--- src/ssp_pkg.sv ---
// ============================================================================
// ssp_pkg: shared types and constants of the servo slew position controller
// Field widths, command codes, register indexes and the divide-by-100
// reciprocal used by the percent mapping.
// ============================================================================
`default_nettype none

package ssp_pkg;

	localparam int ANGLE_W    = 8;
	localparam int STEP_W     = 4;
	localparam int TIME_W     = 16;
	localparam int COUNT_W    = 16;
	localparam int KIND_W     = 3;
	localparam int REG_IDX_W  = 3;
	localparam int CFG_DATA_W = 16;

	localparam int IN_TDATA_W  = 8;
	localparam int IN_TUSER_W  = 3;
	localparam int OUT_TDATA_W = 40;

	localparam int QUEUE_DEPTH_DEF = 4;

	// percent * span fits 16 bits; the quotient by 100 fits 10 bits
	localparam int PROD_W  = 2 * ANGLE_W;
	localparam int QUOT_W  = 10;
	localparam int MAP_W   = QUOT_W + 1;
	// floor(n / 100) == (n * 83887) >> 23 for every n below 91180
	localparam int RECIP_W   = 17;
	localparam int DIV_SHIFT = 23;
	localparam logic [RECIP_W-1:0] DIV_RECIP = 17'd83887;
	localparam int WIDE_W    = PROD_W + RECIP_W;

	localparam logic [ANGLE_W-1:0] TOLERANCE = 8'd2;

	localparam logic [ANGLE_W-1:0] RST_OPEN_POS  = 8'd90;
	localparam logic [ANGLE_W-1:0] RST_CLOSE_POS = 8'd0;
	localparam logic [ANGLE_W-1:0] RST_MIN_POS   = 8'd0;
	localparam logic [ANGLE_W-1:0] RST_MAX_POS   = 8'd180;
	localparam logic [STEP_W-1:0]  RST_STEP_SIZE = 4'd1;
	localparam logic [TIME_W-1:0]  RST_STEP_INTV = 16'd50;
	localparam logic [ANGLE_W-1:0] RST_ANGLE     = 8'd90;

	typedef enum logic [KIND_W-1:0] {
		KIND_TICK    = 3'd0,
		KIND_MOVE    = 3'd1,
		KIND_SMOOTH  = 3'd2,
		KIND_OPEN    = 3'd3,
		KIND_CLOSE   = 3'd4,
		KIND_PERCENT = 3'd5
	} kind_t;

	typedef enum logic [1:0] {
		CMD_NONE   = 2'd0,
		CMD_TICK   = 2'd1,
		CMD_JUMP   = 2'd2,
		CMD_SMOOTH = 2'd3
	} cmd_op_t;

	typedef enum logic [REG_IDX_W-1:0] {
		REG_ENABLED   = 3'd0,
		REG_OPEN_POS  = 3'd1,
		REG_CLOSE_POS = 3'd2,
		REG_MIN_POS   = 3'd3,
		REG_MAX_POS   = 3'd4,
		REG_STEP_SIZE = 3'd5,
		REG_STEP_INTV = 3'd6
	} reg_idx_t;

	typedef struct packed {
		logic                enabled;
		logic [ANGLE_W-1:0]  open_pos;
		logic [ANGLE_W-1:0]  close_pos;
		logic [ANGLE_W-1:0]  min_pos;
		logic [ANGLE_W-1:0]  max_pos;
		logic [STEP_W-1:0]   step_size;
		logic [TIME_W-1:0]   step_intv;
	} cfg_t;

	typedef struct packed {
		cmd_op_t             op;
		logic [ANGLE_W-1:0]  target;
		logic                in_lim;
	} cmd_t;

	// lowest bit first: accepted, angle, goal, in_motion, at_open, at_closed, moves
	typedef struct packed {
		logic [3:0]          pad;
		logic [COUNT_W-1:0]  moves;
		logic                at_closed;
		logic                at_open;
		logic                in_motion;
		logic [ANGLE_W-1:0]  goal;
		logic [ANGLE_W-1:0]  angle;
		logic                accepted;
	} result_t;

	function automatic logic near_angle(input logic [ANGLE_W-1:0] a,
			input logic [ANGLE_W-1:0] b);
		logic [ANGLE_W-1:0] d;
		d = (a > b) ? a - b : b - a;
		return d <= TOLERANCE;
	endfunction

endpackage

`default_nettype wire

--- src/ssp_front.sv ---
// ============================================================================
// ssp_front: command intake and classification
// Two-stage pipeline: resolve the requested angle (preset, raw or percent
// mapped onto min..max) and check it against the limits.
// ============================================================================
`default_nettype none

module ssp_front (
	input  logic                        clk,
	input  logic                        arst_n,
	input  ssp_pkg::cfg_t               cfg,
	input  logic                        in_valid,
	output logic                        in_ready,
	input  logic [ssp_pkg::KIND_W-1:0]  in_kind,
	input  logic [ssp_pkg::ANGLE_W-1:0] in_position,
	output logic                        cmd_valid,
	input  logic                        cmd_ready,
	output ssp_pkg::cmd_t               cmd
);
	import ssp_pkg::*;

	logic                v_s1, v_s2;
	cmd_op_t             op_s1, op_s2;
	logic                pct_s1, pct_s2;
	logic [ANGLE_W-1:0]  p_s1, p_s2;
	logic [PROD_W-1:0]   prod_s1;
	logic [QUOT_W-1:0]   quot_s2;

	logic                ready_s1, ready_s2;
	cmd_op_t             op_c;
	logic                pct_c;
	logic [ANGLE_W-1:0]  p_c;
	logic [ANGLE_W-1:0]  span;
	logic [WIDE_W-1:0]   recip_prod;
	logic [MAP_W-1:0]    mapped;
	logic [MAP_W-1:0]    p_full;

	assign ready_s2 = !v_s2 || cmd_ready;
	assign ready_s1 = !v_s1 || ready_s2;
	assign in_ready = ready_s1;

	always_comb begin
		op_c  = CMD_NONE;
		pct_c = 1'b0;
		p_c   = in_position;
		case (kind_t'(in_kind))
			KIND_TICK:    op_c = CMD_TICK;
			KIND_MOVE:    op_c = CMD_JUMP;
			KIND_SMOOTH:  op_c = CMD_SMOOTH;
			KIND_OPEN: begin
				op_c = CMD_JUMP;
				p_c  = cfg.open_pos;
			end
			KIND_CLOSE: begin
				op_c = CMD_JUMP;
				p_c  = cfg.close_pos;
			end
			KIND_PERCENT: begin
				op_c  = CMD_JUMP;
				pct_c = 1'b1;
			end
			default:      op_c = CMD_NONE;
		endcase
	end

	// wraps when min is above max; the limit check rejects those anyway
	assign span = cfg.max_pos - cfg.min_pos;

	always_ff @(posedge clk or negedge arst_n) begin
		if (!arst_n) begin
			v_s1 <= 1'b0;
			v_s2 <= 1'b0;
		end else begin
			if (ready_s1) v_s1 <= in_valid;
			if (ready_s2) v_s2 <= v_s1;
		end
	end

	always_ff @(posedge clk) begin
		if (ready_s1) begin
			op_s1   <= op_c;
			pct_s1  <= pct_c;
			p_s1    <= p_c;
			prod_s1 <= PROD_W'(in_position) * PROD_W'(span);
		end
	end

	assign recip_prod = WIDE_W'(prod_s1) * WIDE_W'(DIV_RECIP);

	always_ff @(posedge clk) begin
		if (ready_s2) begin
			op_s2   <= op_s1;
			pct_s2  <= pct_s1;
			p_s2    <= p_s1;
			quot_s2 <= recip_prod[DIV_SHIFT +: QUOT_W];
		end
	end

	assign mapped = MAP_W'(quot_s2) + MAP_W'(cfg.min_pos);
	assign p_full = pct_s2 ? mapped : MAP_W'(p_s2);

	assign cmd_valid  = v_s2;
	assign cmd.op     = op_s2;
	assign cmd.target = p_full[ANGLE_W-1:0];
	assign cmd.in_lim = (p_full >= MAP_W'(cfg.min_pos)) && (p_full <= MAP_W'(cfg.max_pos));

endmodule

`default_nettype wire

--- src/ssp_queue.sv ---
// ============================================================================
// ssp_queue: short command queue
// Register-based FIFO between the intake and the execution stage.
// ============================================================================
`default_nettype none

module ssp_queue #(
	parameter int DEPTH = ssp_pkg::QUEUE_DEPTH_DEF  // 2 or more
) (
	input  logic          clk,
	input  logic          arst_n,
	input  logic          push_valid,
	output logic          push_ready,
	input  ssp_pkg::cmd_t push_data,
	output logic          pop_valid,
	input  logic          pop_ready,
	output ssp_pkg::cmd_t pop_data
);
	import ssp_pkg::*;

	localparam int IDX_W = $clog2(DEPTH);
	localparam int CNT_W = $clog2(DEPTH + 1);

	cmd_t              mem_q [DEPTH];
	logic [IDX_W-1:0]  wr_ptr_q, rd_ptr_q;
	logic [CNT_W-1:0]  count_q;
	logic              push, pop;

	assign push_ready = (count_q != CNT_W'(DEPTH));
	assign pop_valid  = (count_q != '0);
	assign push       = push_valid && push_ready;
	assign pop        = pop_valid && pop_ready;
	assign pop_data   = mem_q[rd_ptr_q];

	always_ff @(posedge clk or negedge arst_n) begin
		if (!arst_n) begin
			wr_ptr_q <= '0;
			rd_ptr_q <= '0;
			count_q  <= '0;
		end else begin
			if (push) wr_ptr_q <= (wr_ptr_q == IDX_W'(DEPTH - 1)) ? '0 : wr_ptr_q + 1'b1;
			if (pop)  rd_ptr_q <= (rd_ptr_q == IDX_W'(DEPTH - 1)) ? '0 : rd_ptr_q + 1'b1;
			if (push && !pop)      count_q <= count_q + 1'b1;
			else if (pop && !push) count_q <= count_q - 1'b1;
		end
	end

	always_ff @(posedge clk) begin
		if (push) mem_q[wr_ptr_q] <= push_data;
	end

endmodule

`default_nettype wire

--- src/ssp_back.sv ---
// ============================================================================
// ssp_back: command execution
// Holds the servo state, applies one command per cycle unless the result
// register is stalled, and registers the result for the output channel.
// ============================================================================
`default_nettype none

module ssp_back (
	input  logic             clk,
	input  logic             arst_n,
	input  ssp_pkg::cfg_t    cfg,
	input  logic             cmd_valid,
	output logic             cmd_ready,
	input  ssp_pkg::cmd_t    cmd,
	output logic             res_valid,
	input  logic             res_ready,
	output ssp_pkg::result_t res
);
	import ssp_pkg::*;

	logic [ANGLE_W-1:0]  cur_q, tgt_q;
	logic                moving_q;
	logic [TIME_W-1:0]   elapsed_q;
	logic [COUNT_W-1:0]  count_q;
	logic                out_valid_q;
	result_t             res_q;

	logic                take;
	logic [TIME_W-1:0]   el_inc;
	logic                up;
	logic [ANGLE_W-1:0]  delta, step, cur_step;
	logic [ANGLE_W-1:0]  cur_n, tgt_n;
	logic                mov_n, ok;
	logic [TIME_W-1:0]   el_n;
	logic [COUNT_W-1:0]  cnt_n;
	result_t             res_n;

	assign cmd_ready = !out_valid_q || res_ready;
	assign take      = cmd_valid && cmd_ready;
	assign res_valid = out_valid_q;
	assign res       = res_q;

	// saturate the timer
	assign el_inc   = (elapsed_q == '1) ? elapsed_q : elapsed_q + 1'b1;
	assign up       = tgt_q > cur_q;
	assign delta    = up ? tgt_q - cur_q : cur_q - tgt_q;
	assign step     = (ANGLE_W'(cfg.step_size) < delta) ? ANGLE_W'(cfg.step_size) : delta;
	assign cur_step = up ? cur_q + step : cur_q - step;

	always_comb begin
		cur_n = cur_q;
		tgt_n = tgt_q;
		mov_n = moving_q;
		el_n  = elapsed_q;
		cnt_n = count_q;
		ok    = 1'b0;
		if (cfg.enabled) begin
			case (cmd.op)
				CMD_TICK: begin
					ok   = 1'b1;
					el_n = el_inc;
					if (moving_q && (el_inc >= cfg.step_intv)) begin
						if (cur_q == tgt_q) begin
							mov_n = 1'b0;
						end else begin
							cur_n = cur_step;
							el_n  = '0;
							mov_n = (cur_step != tgt_q);
						end
					end
				end
				CMD_JUMP: begin
					if (cmd.in_lim) begin
						ok = 1'b1;
						if (cmd.target != cur_q) begin
							cur_n = cmd.target;
							tgt_n = cmd.target;
							el_n  = '0;
							cnt_n = count_q + 1'b1;
						end
					end
				end
				CMD_SMOOTH: begin
					if (cmd.in_lim) begin
						ok    = 1'b1;
						tgt_n = cmd.target;
						mov_n = 1'b1;
						cnt_n = count_q + 1'b1;
					end
				end
				default: ok = 1'b0;
			endcase
		end
	end

	always_comb begin
		res_n           = '0;
		res_n.accepted  = ok;
		res_n.angle     = cur_n;
		res_n.goal      = tgt_n;
		res_n.in_motion = mov_n;
		res_n.at_open   = near_angle(cur_n, cfg.open_pos);
		res_n.at_closed = near_angle(cur_n, cfg.close_pos);
		res_n.moves     = cnt_n;
	end

	always_ff @(posedge clk or negedge arst_n) begin
		if (!arst_n) begin
			cur_q       <= RST_ANGLE;
			tgt_q       <= RST_ANGLE;
			moving_q    <= 1'b0;
			elapsed_q   <= '0;
			count_q     <= '0;
			out_valid_q <= 1'b0;
		end else begin
			if (take) begin
				cur_q     <= cur_n;
				tgt_q     <= tgt_n;
				moving_q  <= mov_n;
				elapsed_q <= el_n;
				count_q   <= cnt_n;
			end
			if (cmd_ready) out_valid_q <= cmd_valid;
		end
	end

	always_ff @(posedge clk) begin
		if (take) res_q <= res_n;
	end

endmodule

`default_nettype wire

--- src/servo_slew_position_controller.sv ---
// ============================================================================
// servo_slew_position_controller: servo angle control with slew limiting
// Takes tick and move commands, keeps the servo angle, target and move count.
// ============================================================================
// Usage:
//   Commands enter on the s_axis stream: tuser carries the command kind,
//   tdata the requested angle (or percent). Each accepted command gives
//   exactly one result transaction on m_axis reporting the state after it.
//   Registers are written on the cfg channel, which is always ready; write
//   them only while no command is in flight.
// Pipeline and throughput:
//   A command passes two intake stages (the second holds the multiply by
//   the reciprocal of 100 for percent moves), the command queue, then the
//   execution stage, which registers the result. One command per cycle is
//   sustained while m_axis_tready is high; the execution stage applies one
//   command per cycle to the servo state.
// Reset:
//   arst_n clears the pipeline and queue, loads the register defaults and
//   parks the servo at 90 degrees with a zero timer and move count.
// Stalls:
//   While m_axis_tready is low the result register holds; the queue keeps
//   absorbing commands until it fills, then s_axis_tready drops.
// ============================================================================
`default_nettype none

module servo_slew_position_controller #(
	parameter int QUEUE_DEPTH = ssp_pkg::QUEUE_DEPTH_DEF
) (
	input  logic                            clk,
	input  logic                            arst_n,
	// command channel
	input  logic                            s_axis_tvalid,
	output logic                            s_axis_tready,
	input  logic [ssp_pkg::IN_TDATA_W-1:0]  s_axis_tdata,   // [7:0] position
	input  logic [ssp_pkg::IN_TUSER_W-1:0]  s_axis_tuser,   // [2:0] kind
	// result channel
	output logic                            m_axis_tvalid,
	input  logic                            m_axis_tready,
	// [0] accepted, [8:1] angle, [16:9] goal, [17] in_motion, [18] at_open,
	// [19] at_closed, [35:20] moves, [39:36] zero
	output logic [ssp_pkg::OUT_TDATA_W-1:0] m_axis_tdata,
	// register write channel
	input  logic                            cfg_valid,
	output logic                            cfg_ready,
	input  logic [ssp_pkg::REG_IDX_W-1:0]   cfg_addr,
	input  logic [ssp_pkg::CFG_DATA_W-1:0]  cfg_data
);
	import ssp_pkg::*;

	cfg_t    cfg_q;
	logic    cmd_valid_f, cmd_ready_f;
	cmd_t    cmd_f;
	logic    cmd_valid_b, cmd_ready_b;
	cmd_t    cmd_b;
	result_t res;

	// Register file: the channel never stalls; unknown indexes drop the write.
	assign cfg_ready = 1'b1;

	always_ff @(posedge clk or negedge arst_n) begin
		if (!arst_n) begin
			cfg_q.enabled   <= 1'b0;
			cfg_q.open_pos  <= RST_OPEN_POS;
			cfg_q.close_pos <= RST_CLOSE_POS;
			cfg_q.min_pos   <= RST_MIN_POS;
			cfg_q.max_pos   <= RST_MAX_POS;
			cfg_q.step_size <= RST_STEP_SIZE;
			cfg_q.step_intv <= RST_STEP_INTV;
		end else if (cfg_valid && cfg_ready) begin
			case (reg_idx_t'(cfg_addr))
				REG_ENABLED:   cfg_q.enabled   <= cfg_data[0];
				REG_OPEN_POS:  cfg_q.open_pos  <= cfg_data[ANGLE_W-1:0];
				REG_CLOSE_POS: cfg_q.close_pos <= cfg_data[ANGLE_W-1:0];
				REG_MIN_POS:   cfg_q.min_pos   <= cfg_data[ANGLE_W-1:0];
				REG_MAX_POS:   cfg_q.max_pos   <= cfg_data[ANGLE_W-1:0];
				REG_STEP_SIZE: cfg_q.step_size <= cfg_data[STEP_W-1:0];
				REG_STEP_INTV: cfg_q.step_intv <= cfg_data[TIME_W-1:0];
				default:       cfg_q.enabled   <= cfg_q.enabled;
			endcase
		end
	end

	// Intake: classify, resolve presets and percent mapping, limit check.
	ssp_front u_front (
		.clk         (clk),
		.arst_n      (arst_n),
		.cfg         (cfg_q),
		.in_valid    (s_axis_tvalid),
		.in_ready    (s_axis_tready),
		.in_kind     (s_axis_tuser[KIND_W-1:0]),
		.in_position (s_axis_tdata[ANGLE_W-1:0]),
		.cmd_valid   (cmd_valid_f),
		.cmd_ready   (cmd_ready_f),
		.cmd         (cmd_f)
	);

	// Decouple intake from execution so each side can stall on its own.
	ssp_queue #(
		.DEPTH (QUEUE_DEPTH)
	) u_queue (
		.clk        (clk),
		.arst_n     (arst_n),
		.push_valid (cmd_valid_f),
		.push_ready (cmd_ready_f),
		.push_data  (cmd_f),
		.pop_valid  (cmd_valid_b),
		.pop_ready  (cmd_ready_b),
		.pop_data   (cmd_b)
	);

	// Execution: tick stepping, jumps, smooth targets, result register.
	ssp_back u_back (
		.clk       (clk),
		.arst_n    (arst_n),
		.cfg       (cfg_q),
		.cmd_valid (cmd_valid_b),
		.cmd_ready (cmd_ready_b),
		.cmd       (cmd_b),
		.res_valid (m_axis_tvalid),
		.res_ready (m_axis_tready),
		.res       (res)
	);

	assign m_axis_tdata = res;

endmodule

`default_nettype wire

--- config.mk ---
export PLATFORM = sky130hd
export DESIGN_NAME = servo_slew_position_controller
export DESIGN_NICKNAME = d
export VERILOG_FILES = /design/src/ssp_pkg.sv /design/src/ssp_front.sv /design/src/ssp_queue.sv /design/src/ssp_back.sv /design/src/servo_slew_position_controller.sv
export SDC_FILE = /design/constraint.sdc
export NUM_CORES = 1
export LEC_CHECK = 0
export BUFFER_PORTS_ARGS = -buffer_cell sky130_fd_sc_hd__buf_2
export CAP_MARGIN = 20
export CORE_ASPECT_RATIO = 0.9
export CORE_MARGIN = 2
export CORE_UTILIZATION = 60
export DETAILED_ROUTE_END_ITERATION = 16
export GPL_ROUTABILITY_DRIVEN = 0
export PLACE_DENSITY = 0.78
export SYNTH_ARGS = -nofsm -noshare
export SYNTH_HDL_FRONTEND = slang
export SYNTH_HIERARCHICAL = 1
export SYNTH_SLANG_ARGS = --single-unit
--- constraint.sdc ---
create_clock -name clk -period 11.9 [get_ports clk]
set_input_delay 2.38 -clock clk [delete_from_list [all_inputs] [get_ports clk]]
set_output_delay 2.38 -clock clk [all_outputs]
set_load 0.005 [all_outputs]
======== Word-level counts from Yosys, hierarchy flattened ========
Memory sizes are Yosys's and may differ from the RTL's.
Index checks and enable logic that the tools add are counted.
word-level totals
  flip-flop bits (word level) ............. 196
  bits in latches ......................... 0
  bits in writable memories ............... 44
  memory bits (read-only) ................. 0
  memories ................................ 1
cells by class
  add/sub/neg operators ................... 16
  multiply operators ...................... 2
  divide/modulo/power cells ............... 0
  order comparisons ....................... 9
  equal/unequal tests ..................... 23
  shift-type cells ........................ 0
  multiplexer cells ....................... 44
  bitwise gates (word level) .............. 0
  reduce and logical (&&, ||, !) cells .... 29
memory list
  memory         words  width  rd ports  clocked after memory_dff  wr ports  line             source
  u_queue.mem_q  4      11     1         0                         1         ssp_queue.sv:24  cmd_t mem_q [DEPTH];
operator list
  operator                  count
  $mux W16                  9
  $mux W8                   14
  $pmux W16 S2              2
  $sub A8 B8 Y8             8
  $pmux W8 S2               3
  $mul A16 B17 Y33 const B  1
  $add A16 B1 Y16 const B   2
  $gt A8 B8 Y1              3
  $eq A16 B16 Y1 const B    1
  $ge A16 B16 Y1            1
  $le A8 B2 Y1 const B      2
  $mul A8 B8 Y16            1
  $ne A8 B8 Y1              2
  $eq A3 B3 Y1 const B      5
  $reduce_and A2 Y1         7
  $eq A3 B2 Y1 const B      4
  $add A10 B8 Y11           1
  $ge A11 B8 Y1             1
  $le A11 B8 Y1             1
  $mux W11                  1
  $add A8 B8 Y8             1
  $eq A2 B2 Y1 const B      4
  $eq A8 B8 Y1              1
  $lt A4 B8 Y1              1
  22 further kinds          47

======== Longest topological paths before layout ========
  depth after elaboration ................. 13
  depth in mapped cells ................... 46

======== Hierarchy ========
The synthesis kept the hierarchy.
by module, submodules not included
  module                          instances  cells each  area an instance (um2)  seq. area each (um2)
  ssp_front                       1          977         9789.4                  1491.4
  ssp_back                        1          909         7678.6                  2342.2
  servo_slew_position_controller  1          119         2215.9                  1341.3
  ssp_queue                       1          94          2045.7                  1496.4

======== Least setup slack after synthesis ========
OpenSTA, ideal clock, no wires.
  path type ............................... register -> register
  from .................................... reg u_back.cur_q[4]
  to ...................................... reg u_back.res_q (netlist bit u_back/res[18]) (data pin)
  library setup time ...................... 176 ps
  arrival time ............................ 8361 ps
  data required time ...................... 11724 ps
  setup slack ............................. 3363 ps
  cell stages (with the launch flop) ...... 43
  buffers on the path ..................... 5
  cells stage by stage .................... dfstp_2 inv_1 ha_1 buf_2 nand4_1 or2_1 buf_2 o21ai_4 buf_2 mux2i_1 ha_1 o21ai_0 nand2b_1 o21ai_0 a2111oi_4 nand3_2 clkbuf_1 a21o_1 [... 7 more ...] a21boi_0 or2_2 a21oi_1 o21bai_1 a21oi_1 xnor2_1 a211o_1 o211ai_1 ha_1 a21oi_1 o21ai_0 o21ai_1 clkbuf_1 mux2i_1 nor2_1 o21a_1 or4_1 nor4_1
RTL lines
  what                    line             source
  from (decl)             ssp_back.sv:21   logic [ANGLE_W-1:0] cur_q, tgt_q;
  from (signal assigned)  ssp_back.sv:117  cur_q <= cur_n;
  to (signal assigned)    ssp_back.sv:128  if (take) res_q <= res_n;
  to (decl)               ssp_back.sv:26   result_t res_q;

==> metrics <==
CTS Sinks=240; fmax=~100 MHz; Top delay family on crit path=compound AO/OA/AOI/OAI gates; drt pass-1 iters=5; register area=between 0.006 and 0.007 mm^2; setup bufs post-CTS=0; via count=roughly 16000; Post-DP HPWL=approximately 38000 um; Crit. End Element=register; critical path's most frequent cell=a21oi_1; DR iter-0 viols=around 1200; Max-Cap Viols=0; overflow left after global routing=0; first-pass GRT wire length=around 82000 um; # fillers=2719; Starting Density=0.6049; Die Area=between 0.03 and 0.04 mm^2; Cells after Synth=roughly 2100; crit start category=register; hold_buf cts=0; # setup viols final=0; fin crit period=9574 ps; fin. max-slew vios=0; ANT nets after route=0; TNS Setup=0 ps; slowest CP cell=dfstp_2; Clk pin slew, worst setup/hold paths=approximately 60 ps; nets@finish=2613; gr usage total=0.2716; Area after DPL=approximately 0.022 mm^2; worst-margin pin slew=838.5 ps; prevailing post-synth register cell=edfxtp_1; Vias/cell=between 5 and 6; Fin. Hold Viols=0; status=finished clean; Layout Utilization=0.6518; Clk Latency, worst-skew pair=about 560 ps; Max FO, Critical Path=15; count of state elements after synthesis=240; RR Startpoint=u_back/cur_q[3]$_DFFE_PN1P_; RSZ-0062 raised after global routing=no; max incr delay on CP=590 ps; CTS buffer count=26; Die W=between 200 and 250 um; WP data arrival=9940 ps; sequential area share after synthesis=0.3070; min-delay src=u_front/op_s1[1]$_DFFE_PP_; Syn-to-layout area delta=7.745%; Post-synth EDFFs=about 130; share of cells above drive strength 1=0.1206; Ports=about 80; Async SR Flop Fraction=0.4667; Yosys warning total=6; clock buffer depth=3; crit path from=u_back/cur_q[3]$_DFFE_PN1P_; CP Buf/Inv Count=4; initial antenna violation count=0; Port Buffers=between 70 and 80; largest net degree at the start of global routing=77; routed wire length=approximately 50000 um; Post-Syn Area per Cell=between 10 and 15 um^2; fin area=0.02341 mm^2; Slew HR=0.4265; WS Path Type=reg -> reg; Die Ht=184.5 um; Max Clock Skew=approximately 20 ps; vias in the first global route=about 16000; H-Tree Depth=1; post-synthesis cell type count=~90; Post-route DRC=0; Wirelength per Cell=between 15 and 20 um; core footprint=approximately 0.036 mm^2; HP Class=reg -> reg; Final period util=0.8045; Post-Syn Area=approximately 0.022 mm^2; area of the multi-input gates=approximately 0.014 mm^2; CTS tree=done; # resized after CTS=0; Std-Cell Rows=66; Critical Path RT=around 12000 ps; Root Buffer=clkbuf_16
-- layer usage --
layer	vias to the layer above	part of all wire	GRT usage	wire length, um
met5	-	0	0	0
met4	0	0.027	0.08203	1334
met3	95	0.056	0.03589	2781
met2	482	0.49	0.4754	24630
met1	7688	0.42	0.3510	21030
li1	7311	-	-	-
-- registers in the layout, summed over array words and instances, names as in the netlist, 10 cells and up --
signal,flops
cfg_q,53
u_queue/mem_q,44
u_back/res,36
u_back/count_q,16
u_back/elapsed_q,16
u_front/prod_s1,16
u_front/quot_s2,10
-- per-stage QoR --
| step | setup slack (ps) | hold WS, ps | cells |
|---|---|---|---|
| CTS | 2388 | 419.7 | 2645 |
| global placement | 2832 | 402.7 | 2596 |
| detailed placement | 2438 | 405.4 | 2597 |
| global route | 1727 | 426.4 | 2648 |
| floorplan | 3363 | 400.3 | 2102 |
| finish | 2326 | 418.6 | 2649 |
-- cells in the mapped netlist, types with 6 or more instances --
master | number | area (um^2)
a211oi_1 | 11 | 82.58
a21o_1 | 41 | 307.8
a21oi_1 | 116 | 580.6
a22o_1 | 23 | 201.4
a31oi_1 | 6 | 37.54
and2_1 | 50 | 312.8
and3_1 | 15 | 93.84
clkbuf_1 | 41 | 153.9
dfrtp_1 | 92 | 2302
dfstp_2 | 20 | 525.5
edfxtp_1 | 128 | 3844
fa_1 | 143 | 2863
ha_1 | 283 | 3541
inv_1 | 329 | 1235
mux2_2 | 42 | 473.0
mux2_4 | 36 | 540.5
mux2i_1 | 19 | 190.2
mux4_2 | 8 | 180.2
nand2_1 | 142 | 533.0
nand2b_1 | 21 | 131.4
nand3_1 | 30 | 150.1
nand4_1 | 21 | 131.4
nor2_1 | 76 | 285.3
nor2b_1 | 22 | 137.6
nor3_1 | 24 | 120.1
nor3b_1 | 7 | 52.55
nor4_1 | 6 | 37.54
o211ai_1 | 7 | 52.55
o21a_1 | 13 | 97.59
o21ai_0 | 95 | 475.5
o21ai_1 | 7 | 35.03
o21bai_1 | 13 | 97.59
o221ai_1 | 8 | 70.07
o22ai_1 | 10 | 62.56
o31ai_1 | 8 | 60.06
or2_2 | 7 | 43.79
xnor2_1 | 61 | 534.3
xor2_1 | 24 | 210.2
-- cells by family after synthesis --
group           count (synthesis)  share of synthesized area
simple gates                  444                     0.1037
xor+xnor                       86                    0.03530
flops                         240                     0.3070
compound gates                403                     0.1209
buf+inv                       389                    0.07007
other cells                     2                  0.0003456
fa+ha+maj                     426                     0.2947
mux                           109                    0.06794
-- area by class of cell --
class,count,share of cell area
multi-input combinational,1473,0.5792
sequential,240,0.2850
inverter,329,0.05275
clock buffer,30,0.02843
tap,476,0.02544
timing repair buffer,82,0.01935
clock inverter,18,0.009780
antenna,1,0.0001069
-- worst paths after layout --
kind / end / slack [ps] / cells after the start
max reg2reg: u_back/res[18]$_DFFE_PP_ / 2330 / 38
min in group asynchronous: u_back/count_q[6]$_DFFE_PN0P_ / 1850 / 1
max: u_back/res[18]$_DFFE_PP_ / 2330 / 38
min reg2reg: u_front/op_s2[1]$_DFFE_PP_ / 420 / 0
max in group asynchronous: cfg_q[44]$_DFFE_PN0P_ / 8720 / 2
min: u_front/op_s2[1]$_DFFE_PP_ / 420 / 0
-- cells in the final DEF (no fill, tap or decap), types with 13 or more instances in the layout --
master,instances
clkbuf_16,26
nand3_1,30
nand2b_1,21
edfxtp_1,128
xnor2_1,61
dfstp_2,20
xor2_1,24
nand4_1,21
mux2_2,42
a21o_1,41
ha_1,283
and3_1,15
buf_2,71
mux2_4,36
a22o_1,23
nand2_1,142
a21oi_1,116
inv_1,328
o21ai_0,95
nor3_1,24
o21bai_1,13
o21a_1,13
mux2i_1,19
and2_1,50
nor2_1,75
dfrtp_1,92
nor2b_1,22
fa_1,143
-- worst register-to-register path: cells and delay by family (launching register included) --
kind | cells | cell delay [ps]
DFF | 1 | 590
and+or+nand+nor | 7 | 1650
muxes | 3 | 930
xor gates and xnor gates | 3 | 700
buffers and inverters | 4 | 430
adders and majority gates | 5 | 1500
AOI/OAI and AO/OA | 16 | 3590
Power is not shown: default switching activity piles up to over one toggle a cycle in this logic, so the estimate is an artifact.
